## src/rtl/tbccm_fifo.sv

```systemverilog
// two-entry queue between front end and counter engine
`timescale 1ns / 1ps
`default_nettype none

module tbccm_fifo #(
  parameter int unsigned WIDTH = 8
) (
  input  wire logic             clk_i,
  input  wire logic             rst_ni,
  input  wire logic             push_i,
  input  wire logic [WIDTH-1:0] push_data_i,
  output logic                  full_o,
  input  wire logic             pop_i,
  output logic                  valid_o,
  output logic [WIDTH-1:0]      data_o
);

  logic [WIDTH-1:0] entry_q [2];
  logic             wptr_q, rptr_q;
  logic [1:0]       count_q;
  logic             do_push, do_pop;

  assign full_o  = (count_q == 2'd2);
  assign valid_o = (count_q != 2'd0);
  assign data_o  = entry_q[rptr_q];
  assign do_push = push_i & ~full_o;
  assign do_pop  = pop_i & valid_o;

  always_ff @(posedge clk_i) begin
    if (do_push) begin
      entry_q[wptr_q] <= push_data_i;
    end
  end

  always_ff @(posedge clk_i or negedge rst_ni) begin
    if (!rst_ni) begin
      wptr_q  <= 1'b0;
      rptr_q  <= 1'b0;
      count_q <= 2'd0;
    end else begin
      if (do_push) begin
        wptr_q <= ~wptr_q;
      end
      if (do_pop) begin
        rptr_q <= ~rptr_q;
      end
      count_q <= count_q + {1'b0, do_push} - {1'b0, do_pop};
    end
  end

endmodule

`default_nettype wire

```

## config.mk

```make
export PLATFORM = sky130hd
export DESIGN_NAME = tbccm_fifo
export DESIGN_NICKNAME = d
export VERILOG_FILES = /design/src/rtl/tbccm_fifo.sv
export SDC_FILE = /design/constraint.sdc
export NUM_CORES = 1
export LEC_CHECK = 0
export BUFFER_PORTS_ARGS = -buffer_cell sky130_fd_sc_hd__buf_2
export CORE_MARGIN = 1
export CORE_UTILIZATION = 48
export CTS_CLUSTER_DIAMETER = 200
export DETAILED_ROUTE_END_ITERATION = 10
export PLACE_DENSITY = 0.71
export SYNTH_ARGS = -nofsm -noshare
export SYNTH_HDL_FRONTEND = slang
export SYNTH_SLANG_ARGS = --single-unit
```

## constraint.sdc

```tcl
create_clock -name clk_i -period 2.26 [get_ports clk_i]
set_input_delay 0.113 -clock clk_i [delete_from_list [all_inputs] [get_ports clk_i]]
set_output_delay 0.113 -clock clk_i [all_outputs]
set_load 0.01 [all_outputs]
```

==> summary.md <==
| Metric | Value |
|---|---|
| Result of the run | complete, no violations |
| Total count of hold-check failures in the final report | 0 |
| Commonest cells after routing, fill and taps aside | 21 x sky130_fd_sc_hd__buf_2, 16 x sky130_fd_sc_hd__edfxtp_1, 9 x sky130_fd_sc_hd__dlygate4sd3_1, 8 x sky130_fd_sc_hd__mux2_2, 4 x sky130_fd_sc_hd__dfrtp_1 |
| Pre-CTS setup slack | 0.575 ns |
| Number of cell rows | 14 |
| Power consumption | ~1300 uW |
| Proportion of power drawn by combinational gates | 0.327 |
| Number of nets in the final layout | 92 |
| Die height | 42.3 um |
| Sw power | between 300 and 400 uW |
| Mean post-synth cell area | 18.2 um2 |
| All-Layer GR Usage | 0.162 |
| Clock Path Buffers | 2 |
| Count of unresolved DRC violations after routing | 0 |
| Num CTS Buffers | 3 |
| Hold crit path type | primary input to register |
| Worst Path Class, Setup | register to register |
| HPWL after detailed placement | 775 um |
| Sinks on the clock net | 20 |
| Die Footprint | 0.00179 mm2 |
| Clock tree from TritonCTS | done |
| Worst ir drop on vdd | 0.827 mV |
| Layout Skew | 0.00669 ns |
| Power share of the clock group | 0.222 |
| Worst path required time | 2.48 ns |
| Setup slack after layout | ~0.55 ns |
| Number of distinct library cells after synthesis | 14 |
| Number of levels in the clock H-tree | 1 |
| Most common library cell in the layout ignoring fill and taps | sky130_fd_sc_hd__buf_2 |
| Weighted congestion reported at the end of routability-driven placement | roughly 0.67 |
| Layout cells sized above 1 | 0.468 |
| P&R area growth vs syn | 34.6% |
| Top Ports | 22 |
| Max Transition Viols Final | 0 |
| Starting density of the core | 0.518 |
| Relative contribution of sequential cells to total power | 0.450 |
| Data arrival at the endpoint of the critical path | 1.93 ns |
| Total power per unit cell area | 1230 mW/mm2 |
| Pin count of the biggest net entering global routing | 13 |
| Setup-failing EPs final | 0 |
| Share of the yosys chip area belonging to registers | 0.744 |
| Overflow left after global routing | 0 |
| Reported leakage power | 0.000440 uW |
| Reg clk slew, reported paths | 0.10 ns |
| Number of instances in the placed design | 80 |
| Synth Net Count | 57 |
| Number of nets with antenna violations after detailed routing | 0 |
| Number of storage elements in the synthesis netlist | 20 |
| Switching part of the total | 0.284 |
| Total wire length after detailed routing | 1230 um |
| FMAX | 584 MHz |
| Share of the clock period used by the worst path | 0.757 |
| Count of instances resized after the clock tree is built | 0 |
| Clock root buffer | sky130_fd_sc_hd__clkbuf_4 |
| Slew HR | 0.741 |
| Total negative slack for setup checks | 0 ns |
| Detailed Route Iter0 Violations | 5 |
| Total number of yosys warnings | 0 |
| Post-synthesis cell area | about 780 um2 |
| Count of inserted antenna diode cells | 0 |
| Least-Margin Pin Slew | 0.388 ns |
| Kind of start point of the critical path | register |
| Die Span X | 42.3 um |
| Final Instance Count excl. Fillers | 93 |
| Power Internal | 923 uW |
| Placed cell area | ~910 um2 |
| Via-per-instance ratio | 4.87 |
| Wire length of the first global-routing pass | between 2000 and 2500 um |
| Buffers on Ports | 21 |
| Count of vias placed by the detailed router | 453 |
| Floorplan core area | 0.00151 mm2 |
| Critical path peak fanout | 3 |
| Detailed Routing Iterations Pass 1 | 4 |
| Max-capacitance violation count | 0 |
| Clock insertion delay at the later pin of the skew report | 0.30 ns |
| Vias in the first global route | 475 |
| Final critical path time including I/O delays and setup | around 1.7 ns |
| Post-synthesis instance total | 43 |
| Post-layout instance area | 0.00105 mm2 |
| Unrepaired setup endpoints after global routing | no |
| Initial antenna violation count | 0 |
| CP Capture Type | register |
| Routed len/inst | 13.2 um |
-- cell type report --
class                      count  area, um2
sequential                    20        581
fill                         104        455
timing repair buffer          31        203
multi-input combinational     20        188
clock inverter                 1       30.0
clock buffer                   3       22.5
tap                           16       20.0
inverter                       2       7.51
-- cells in the mapped netlist, drive strengths merged --
| master | count | area share |
|---|---|---|
| dfrtp | 4 | 0.13 |
| and2 | 1 | 0.011 |
| or2 | 1 | 0.011 |
| nand2 | 1 | 0.0048 |
| nand2b | 1 | 0.0080 |
| xor2 | 1 | 0.011 |
| mux2 | 8 | 0.12 |
| inv | 2 | 0.0096 |
| xnor2 | 3 | 0.034 |
| ha | 2 | 0.032 |
| edfxtp | 16 | 0.62 |
| nor2 | 1 | 0.0048 |
| buf | 1 | 0.0064 |
| and3 | 1 | 0.0080 |
-- state kept, by name, indices dropped and copies added, names as in the netlist --
| name | flops |
|---|---|
| rptr_q | 1 |
| entry_q | 16 |
| count_q | 2 |
| wptr_q | 1 |
-- cells by family (layout without fill, tap and decap cells) --
kind of cell	Yosys count	in the layout	share of synthesized area
adders and majority gates	2	2	0.0320
xor gates and xnor gates	4	4	0.0449
and+or+nand+nor	6	6	0.0481
DFF	20	20	0.744
muxes	8	8	0.115
buffers and inverters	3	37	0.0160
-- layer usage --
| metal | track usage | part of all wire | up-vias |
|---|---|---|---|
| met3 | 0.0474 | 0.051 | 4 |
| met2 | 0.271 | 0.46 | 15 |
| li1 | - | - | 223 |
| met5 | 0 | 0 | - |
| met4 | 0.0750 | 0.034 | 0 |
| met1 | 0.192 | 0.46 | 211 |
-- worst max-delay path, cell delays in order (launching register included) --
cell and delay [ns]:
sky130_fd_sc_hd__dfrtp_1 0.41, sky130_fd_sc_hd__or2_4 0.26, sky130_fd_sc_hd__and2_4 0.16, sky130_fd_sc_hd__ha_1 0.27, sky130_fd_sc_hd__inv_1 0.04, sky130_fd_sc_hd__ha_1 0.18
sky130_fd_sc_hd__xnor2_1 0.16, sky130_fd_sc_hd__xnor2_1 0.15
-- through the flow --
| step | hold WS [ns] | utilization |
|---|---|---|
| CTS | 0.106 | 0.698 |
| detailed placement | -0.0703 | 0.603 |
| finish | 0.115 | 0.698 |
| global placement | -0.0731 | 0.603 |
| floorplan | -0.183 | - |
| global route | 0.107 | 0.698 |
-- path summary, 6_finish.rpt --
check                                 from          to  slack (ns)  cells after the start
worst max-delay path            count_q[1]  count_q[1]        0.55                      7
worst min-delay path                 pop_i      rptr_q        0.12                      3
worst max register to register  count_q[1]  count_q[1]        0.55                      7
worst min register to register      wptr_q      wptr_q        0.52                      1
max in group asynchronous           rst_ni  count_q[0]        2.00                      2
min in group asynchronous           rst_ni      wptr_q        0.13                      2
-- power by group through the flow --
stage               clock [uW]  sequential, uW  combinational (uW)
detailed placement           0             591                 413
global placement             0             588                 403
finish                     286             580                 422
global route               306             592                 471
CTS                        292             582                 427
floorplan                    0             551                 311
-- repair_timing --
item / CTS / global route
endpoints found under the hold margin: 20 / 0
hold buffers: 9 / 0
setup endpoints to repair: 0 / 0
setup buffers: 0 / 0
Power figures use the tool's default switching activity.
