## config.mk

```make
export PLATFORM = sky130hd
export DESIGN_NAME = tbccm_front
export DESIGN_NICKNAME = d
export VERILOG_FILES = /design/src/rtl/tbccm_pkg.sv /design/src/rtl/tbccm_front.sv
export SDC_FILE = /design/constraint.sdc
export NUM_CORES = 1
export LEC_CHECK = 0
export ABC_AREA = 1
export BUFFER_PORTS_ARGS = -buffer_cell sky130_fd_sc_hd__buf_2
export CAP_MARGIN = 25
export CORE_ASPECT_RATIO = 0.5
export CORE_MARGIN = 2
export CORE_UTILIZATION = 38
export CTS_CLUSTER_SIZE = 8
export DETAILED_ROUTE_END_ITERATION = 12
export GPL_TIMING_DRIVEN = 0
export RECOVER_POWER = 50
export SLEW_MARGIN = 30
export SYNTH_ARGS = -nofsm -noshare
export SYNTH_HDL_FRONTEND = slang
export SYNTH_SLANG_ARGS = --single-unit
```

## constraint.sdc

```tcl
create_clock -name clk_i -period 3.1 [get_ports clk_i]
set_clock_uncertainty 0.2 [all_clocks]
set_input_delay 0.31 -clock clk_i [delete_from_list [all_inputs] [get_ports clk_i]]
set_output_delay 0.31 -clock clk_i [all_outputs]
set_load 0.02 [all_outputs]
```

## src/rtl/tbccm_pkg.sv

```systemverilog
// shared types and constants of the two-board coincidence map
`timescale 1ns / 1ps
`default_nettype none

package tbccm_pkg;

  localparam int unsigned BoardW    = 8;
  localparam int unsigned ChanW     = 4;
  localparam int unsigned CmdW      = 2;
  localparam int unsigned CfgIdxW   = 8;
  localparam int unsigned BinCountW = 32;

  localparam logic [BoardW-1:0] BoardReset = 8'd30;

  localparam logic [CfgIdxW-1:0] CfgFirstBoard  = 8'd0;
  localparam logic [CfgIdxW-1:0] CfgSecondBoard = 8'd1;

  typedef enum logic [CmdW-1:0] {
    CMD_HIT  = 2'd0,
    CMD_EOE  = 2'd1,
    CMD_READ = 2'd2
  } cmd_e;

  // operation kinds that travel through the queue
  typedef enum logic [0:0] {
    OP_EOE  = 1'b0,
    OP_READ = 1'b1
  } op_e;

  typedef enum logic [2:0] {
    ST_CLEAR,
    ST_IDLE,
    ST_WALK,
    ST_DRAIN,
    ST_RDATA
  } back_st_e;

  typedef struct packed {
    logic [CmdW-1:0]   command;
    logic [BoardW-1:0] board_id;
    logic [ChanW-1:0]  channel_index;
    logic [ChanW-1:0]  read_row;
    logic [ChanW-1:0]  read_col;
  } in_item_t;

  typedef struct packed {
    logic [BinCountW-1:0] bin_count;
    logic                 bin_saturated;
  } out_item_t;

endpackage

`default_nettype wire

```

## src/rtl/tbccm_front.sv

```systemverilog
// front end: config registers, per-event hit masks and command classification
`timescale 1ns / 1ps
`default_nettype none

module tbccm_front #(
  parameter int unsigned CHANNELS = 16
) (
  input  wire logic                                 clk_i,
  input  wire logic                                 rst_ni,
  input  wire logic                                 cfg_valid_i,
  output logic                                      cfg_ready_o,
  input  wire logic [tbccm_pkg::CfgIdxW-1:0]        cfg_index_i,
  input  wire logic [tbccm_pkg::BoardW-1:0]         cfg_data_i,
  input  wire logic                                 in_valid_i,
  output logic                                      in_stall_o,
  input  wire tbccm_pkg::in_item_t                  in_item_i,
  input  wire logic                                 clear_busy_i,
  input  wire logic                                 q_full_i,
  output logic                                      push_o,
  output tbccm_pkg::op_e                            push_op_o,
  output logic                                      push_oob_o,
  output logic [$clog2(CHANNELS*CHANNELS)-1:0]      push_addr_o,
  output logic [CHANNELS-1:0]                       mask_a_o,
  output logic [CHANNELS-1:0]                       mask_b_o
);

  localparam int unsigned AW = $clog2(CHANNELS*CHANNELS);

  logic [tbccm_pkg::BoardW-1:0] first_board_q, second_board_q;
  logic [CHANNELS-1:0]          mask_a_q, mask_a_d, mask_b_q, mask_b_d;
  logic [tbccm_pkg::CmdW-1:0]   cmd;
  logic                         needs_queue, accept, chan_ok;
  logic [CHANNELS-1:0]          chan_bit;

  assign cfg_ready_o = 1'b1;

  always_ff @(posedge clk_i or negedge rst_ni) begin
    if (!rst_ni) begin
      first_board_q  <= tbccm_pkg::BoardReset;
      second_board_q <= tbccm_pkg::BoardReset;
    end else if (cfg_valid_i && cfg_ready_o) begin
      if (cfg_index_i == tbccm_pkg::CfgFirstBoard) begin
        first_board_q <= cfg_data_i;
      end
      if (cfg_index_i == tbccm_pkg::CfgSecondBoard) begin
        second_board_q <= cfg_data_i;
      end
    end
  end

  assign cmd         = in_item_i.command;
  assign needs_queue = (cmd == tbccm_pkg::CMD_EOE) || (cmd == tbccm_pkg::CMD_READ);
  // hits never touch the queue, so only the clearing pass holds them off
  assign in_stall_o = clear_busy_i | (needs_queue & q_full_i);
  assign accept     = in_valid_i & ~in_stall_o;

  assign chan_ok  = 32'(in_item_i.channel_index) < CHANNELS;
  assign chan_bit = CHANNELS'(1) << in_item_i.channel_index;

  assign push_op_o   = (cmd == tbccm_pkg::CMD_READ) ? tbccm_pkg::OP_READ : tbccm_pkg::OP_EOE;
  assign push_oob_o  = !((32'(in_item_i.read_row) < CHANNELS) &&
                         (32'(in_item_i.read_col) < CHANNELS));
  assign push_addr_o = AW'(32'(in_item_i.read_row) * CHANNELS + 32'(in_item_i.read_col));
  assign mask_a_o    = mask_a_q;
  assign mask_b_o    = mask_b_q;

  always_comb begin
    mask_a_d = mask_a_q;
    mask_b_d = mask_b_q;
    push_o   = 1'b0;
    if (accept) begin
      unique case (tbccm_pkg::cmd_e'(cmd))
        tbccm_pkg::CMD_HIT: begin
          if (chan_ok) begin
            if (in_item_i.board_id == first_board_q) begin
              mask_a_d = mask_a_q | chan_bit;
            end
            if (in_item_i.board_id == second_board_q) begin
              mask_b_d = mask_b_q | chan_bit;
            end
          end
        end
        tbccm_pkg::CMD_EOE: begin
          // masks go along with the beat, next event starts empty
          push_o   = 1'b1;
          mask_a_d = '0;
          mask_b_d = '0;
        end
        tbccm_pkg::CMD_READ: begin
          push_o = 1'b1;
        end
        default: begin
        end
      endcase
    end
  end

  always_ff @(posedge clk_i or negedge rst_ni) begin
    if (!rst_ni) begin
      mask_a_q <= '0;
      mask_b_q <= '0;
    end else begin
      mask_a_q <= mask_a_d;
      mask_b_q <= mask_b_d;
    end
  end

endmodule

`default_nettype wire

```

==> results.txt <==
----------------------------------------------------
[Global routing]
  Wire length of the first global-routing pass ... 11,400 um
  Total congestion overflow ... 0
  Number of antenna violations at the first check in global routing ... 0
  Number of global-route vias before repair ... 2,496
  Maximum number of pins on one net before global-route repair ... 49
  GRT Util Overall ... ~18%

[Route]
  Via count of the routed design ... 2,598
  Vias per std cell ... between 4 and 5
  DRC violation count after routing ... 0
  Total Wirelength ... a little under 7000 um
  Mean routed wirelength per cell ... 12.0 um
  TritonRoute pass-1 iters ... 4
  Iter 0 DRT Violations ... 110
  Final antenna-violating net count ... 0

[Clock tree]
  Maximum buffer depth of the clock tree ... 2
  Clock tree from TritonCTS ... built
  H-tree depth ... 2
  Number of instances resized during post-cts repair ... 0
  Number of clock buffers inserted by TritonCTS ... 5
  Clock transition at the registers of the reported paths ... 0.06 ns
  CTS sink count ... 48
  Skew-Pair Late Insertion Delay ... 0.29 ns
  Clock Root Buffer ... clkbuf_16
  Setup repair bufs after CTS ... 0

[Power and ir drop]
  Static leakage ... 1.79 nW
  Largest voltage drop on the vdd net ... 0.207 mV
  PD cells ... 487 nW/um^2

[Timing]
  RSZ-0062 raised after global routing ... false
  Final setup violation count ... 0
  Min cycle time layout ... 1.83 ns
  Final Hold Vio Count ... 0
  Setup_tns ... 0 ns
  Final period utilization ... 59.1%
  Fmax ... 546 MHz
  Max-slew violation total from the final report ... 0
  Relative slew slack ... roughly 19%
  Least-Margin Pin Slew ... 1.21 ns

[Setup path]
  Crit path launch ... in_item_i[20]
  Endpoint class of the critical path ... output pin
  Worst reg-to-reg setup slack ... 1.27 ns
  Reg2Reg Capture Point ... mask_b_o[10]$_DFFE_PN0P_
  Origin of the critical flop-to-flop path ... second_board_q[2]$_DFFE_PN1P_
  Kind of start point of the critical path ... input pin
  Worst R2R Path Depth ... 9
  Endpoint arrival time on the critical path ... 1.32 ns
  Startpoint-to-endpoint class of the critical path ... in2out
  Peak fanout along the critical path ... 3
  Required time reported for the critical path endpoint ... 2.59 ns

[Cells and area]
  Layout Area Growth over Synthesis ... 21.7%
  Number of nets in the final layout ... 513
  Share of cells above drive strength 1 ... 20.1%
  Final antenna diode count ... 0
  Post-layout util ... 47.2%

[Logic synthesis]
  Mapped Cells ... 384
  Net count of the mapped netlist ... 431
  Total standard cell area after synthesis ... 2820 um^2
  Synth unique cells ... 27
  Sequential fraction of the synthesis area ... between 40% and 50%
  Syn_area_per_cell ... 7.33 um^2
  Synthesis warning total ... 0
  Flop and latch count out of synthesis ... 48

[Place]
  Buffers added on ports ... 74
  RD Place Congestion ... 0.807
  DPL Wire Length ... 4870 um

[Floorplanning]
  Effective utilization at floorplan ... 38.8%
  Chip height ... around 65 um
  IO Pins ... around 90
  Die ar. ... 8160 um^2
  Die Span X ... between 100 and 150 um
  Core region area ... just over 7000 um^2
  Row count ... 22

[Min path]
  Hold crit path type ... in2reg
  Endpoint with the worst hold slack ... first_board_q[1]$_DFFE_PN1P_
  Worst Hold Launch ... cfg_data_i[1]
  Hold Path Cell Cnt ... 3

[Outcome]
  Outcome ... completed

[Run]
  # Max-Cap Violations ... 0

----------------------------------------------------
[cell usage after synthesis]
| cell type | count | area share (%) |
|---|---|---|
| a21oi_2 | 2 | 0.62 |
| nor4_4 | 1 | 0.76 |
| nand4_1 | 18 | 4.0 |
| nor3_1 | 1 | 0.18 |
| o211ai_1 | 1 | 0.27 |
| dfstp_2 | 8 | 7.5 |
| or2_1 | 2 | 0.44 |
| a21o_1 | 1 | 0.27 |
| inv_1 | 66 | 8.8 |
| nand3_1 | 35 | 6.2 |
| buf_6 | 3 | 1.2 |
| or2_4 | 1 | 0.31 |
| dfrtp_1 | 40 | 36 |
| buf_4 | 12 | 3.2 |
| nor3b_1 | 1 | 0.27 |
| buf_2 | 3 | 0.53 |
| xnor2_1 | 4 | 1.2 |
| conb_1 | 2 | 0.27 |
| clkbuf_1 | 9 | 1.2 |
| nor2_1 | 14 | 1.9 |
| ha_1 | 3 | 1.3 |
| a21oi_1 | 40 | 7.1 |
| nand2_4 | 2 | 0.80 |
| nand2_2 | 2 | 0.44 |
| nor2_4 | 1 | 0.40 |
| nand2_1 | 104 | 14 |
| o21ai_0 | 8 | 1.4 |
[per-layer routing]
layer  vias to the layer above  share of wire (%)  track usage [%]
met3                         2                6.3             5.45
met2                        61                 45             29.2
met1                      1180                 48             22.6
met5                         -                  0                0
met4                         0               0.25             4.53
li1                       1355                  -                -
[placed cells by master, fill, tap and decap left out]
cell type      count
nand4_1           18
conb_1             2
dlygate4sd3_1      1
clkinv_2           1
nor3_1             1
buf_6              3
clkbuf_1          32
dfrtp_1           40
nand2_4            2
nand2_2            2
nor2_1            14
inv_1             66
o21ai_0            8
clkbuf_2           1
nor2_4             1
or2_4              1
ha_1               3
or2_1              2
xnor2_1            4
a21oi_1           40
nand3_1           35
a21o_1             1
dfstp_2            8
nor4_4             1
buf_2             55
a21oi_2            2
nor3b_1            1
o211ai_1           1
nand2_1          104
clkbuf_16          5
buf_4             12
[worst max-delay path, stage by stage]
cell and delay (ns):
buf_2 0.09, inv_1 0.05, ha_1 0.30, a21o_1 0.20, nor3b_1 0.18, buf_2 0.19
[repair_timing]
item	in CTS	in global routing
hold buffers	1	0
hold endpoints to repair	40	0
setup endpoints to repair	0	0
[cell type report]
| class | count | area, um^2 |
|---|---|---|
| repair buffers | 75 | 354 |
| plain buffers | 27 | 173 |
| clock buffers | 7 | 133 |
| clock inverters | 1 | 5.00 |
| multi-input cells | 243 | 1180 |
| fillers | 773 | 3840 |
| inverters | 66 | 248 |
| flip-flops and latches | 48 | 1210 |
| well taps | 96 | 120 |
[worst max-delay path by stage]
stage / endpoint / slack [ns] / depth (start not counted)
6_report: push_o / 1.27 / 6
5_1_grt: mask_a_o[11]$_DFFE_PN0P_ / 1.08 / 2
4_1_cts: mask_b_o[10]$_DFFE_PN0P_ / 1.25 / 9
3_5_place_dp: mask_b_o[9]$_DFFE_PN0P_ / 1.03 / 8
3_3_place_gp: mask_b_o[9]$_DFFE_PN0P_ / 1.03 / 8
2_1_floorplan: push_o / 1.13 / 4
[per-stage QoR]
stage,setup WS [ns],instance area (um^2),total power [mW],hold WS [ns],cells
2_1_floorplan,1.13,2820,1.02,-0.186,384
3_3_place_gp,1.03,3310,1.16,0.278,554
3_5_place_dp,1.03,3310,1.17,0.175,554
4_1_cts,1.25,3460,1.70,0.0328,563
5_1_grt,1.08,3430,1.78,0.0524,563
6_report,1.27,3430,1.67,0.0380,563
[report_power, final]
part / switching [mW] / internal [mW] / leakage, nW / total [mW]
sequential: 0.0523 / 0.702 / 0.630 / 0.754
combinational: 0.252 / 0.139 / 1.10 / 0.391
clock: 0.227 / 0.299 / 0.0679 / 0.526
total: 0.532 / 1.14 / 1.79 / 1.67
[flip-flops by register name, summed over array words and instances, names as in the netlist]
register and flops:
second_board_q 8, mask_a_o 16, first_board_q 8, mask_b_o 16
[kinds of logic (layout without fill, tap and decap cells)]
kind of cell             after synthesis  in the layout  synth area share (%)
AO/OA/AOI/OAI                         52             52                  9.68
XOR/XNOR                               4              4                  1.24
adder cells (fa/ha/maj)                3              3                  1.33
buffers and inverters                 93            176                  14.9
flip-flops                            48             48                  43.0
other                                  2              2                 0.267
AND/OR/NAND/NOR                      182            182                  29.5
Note: power is estimated with default switching activity, not from simulation.
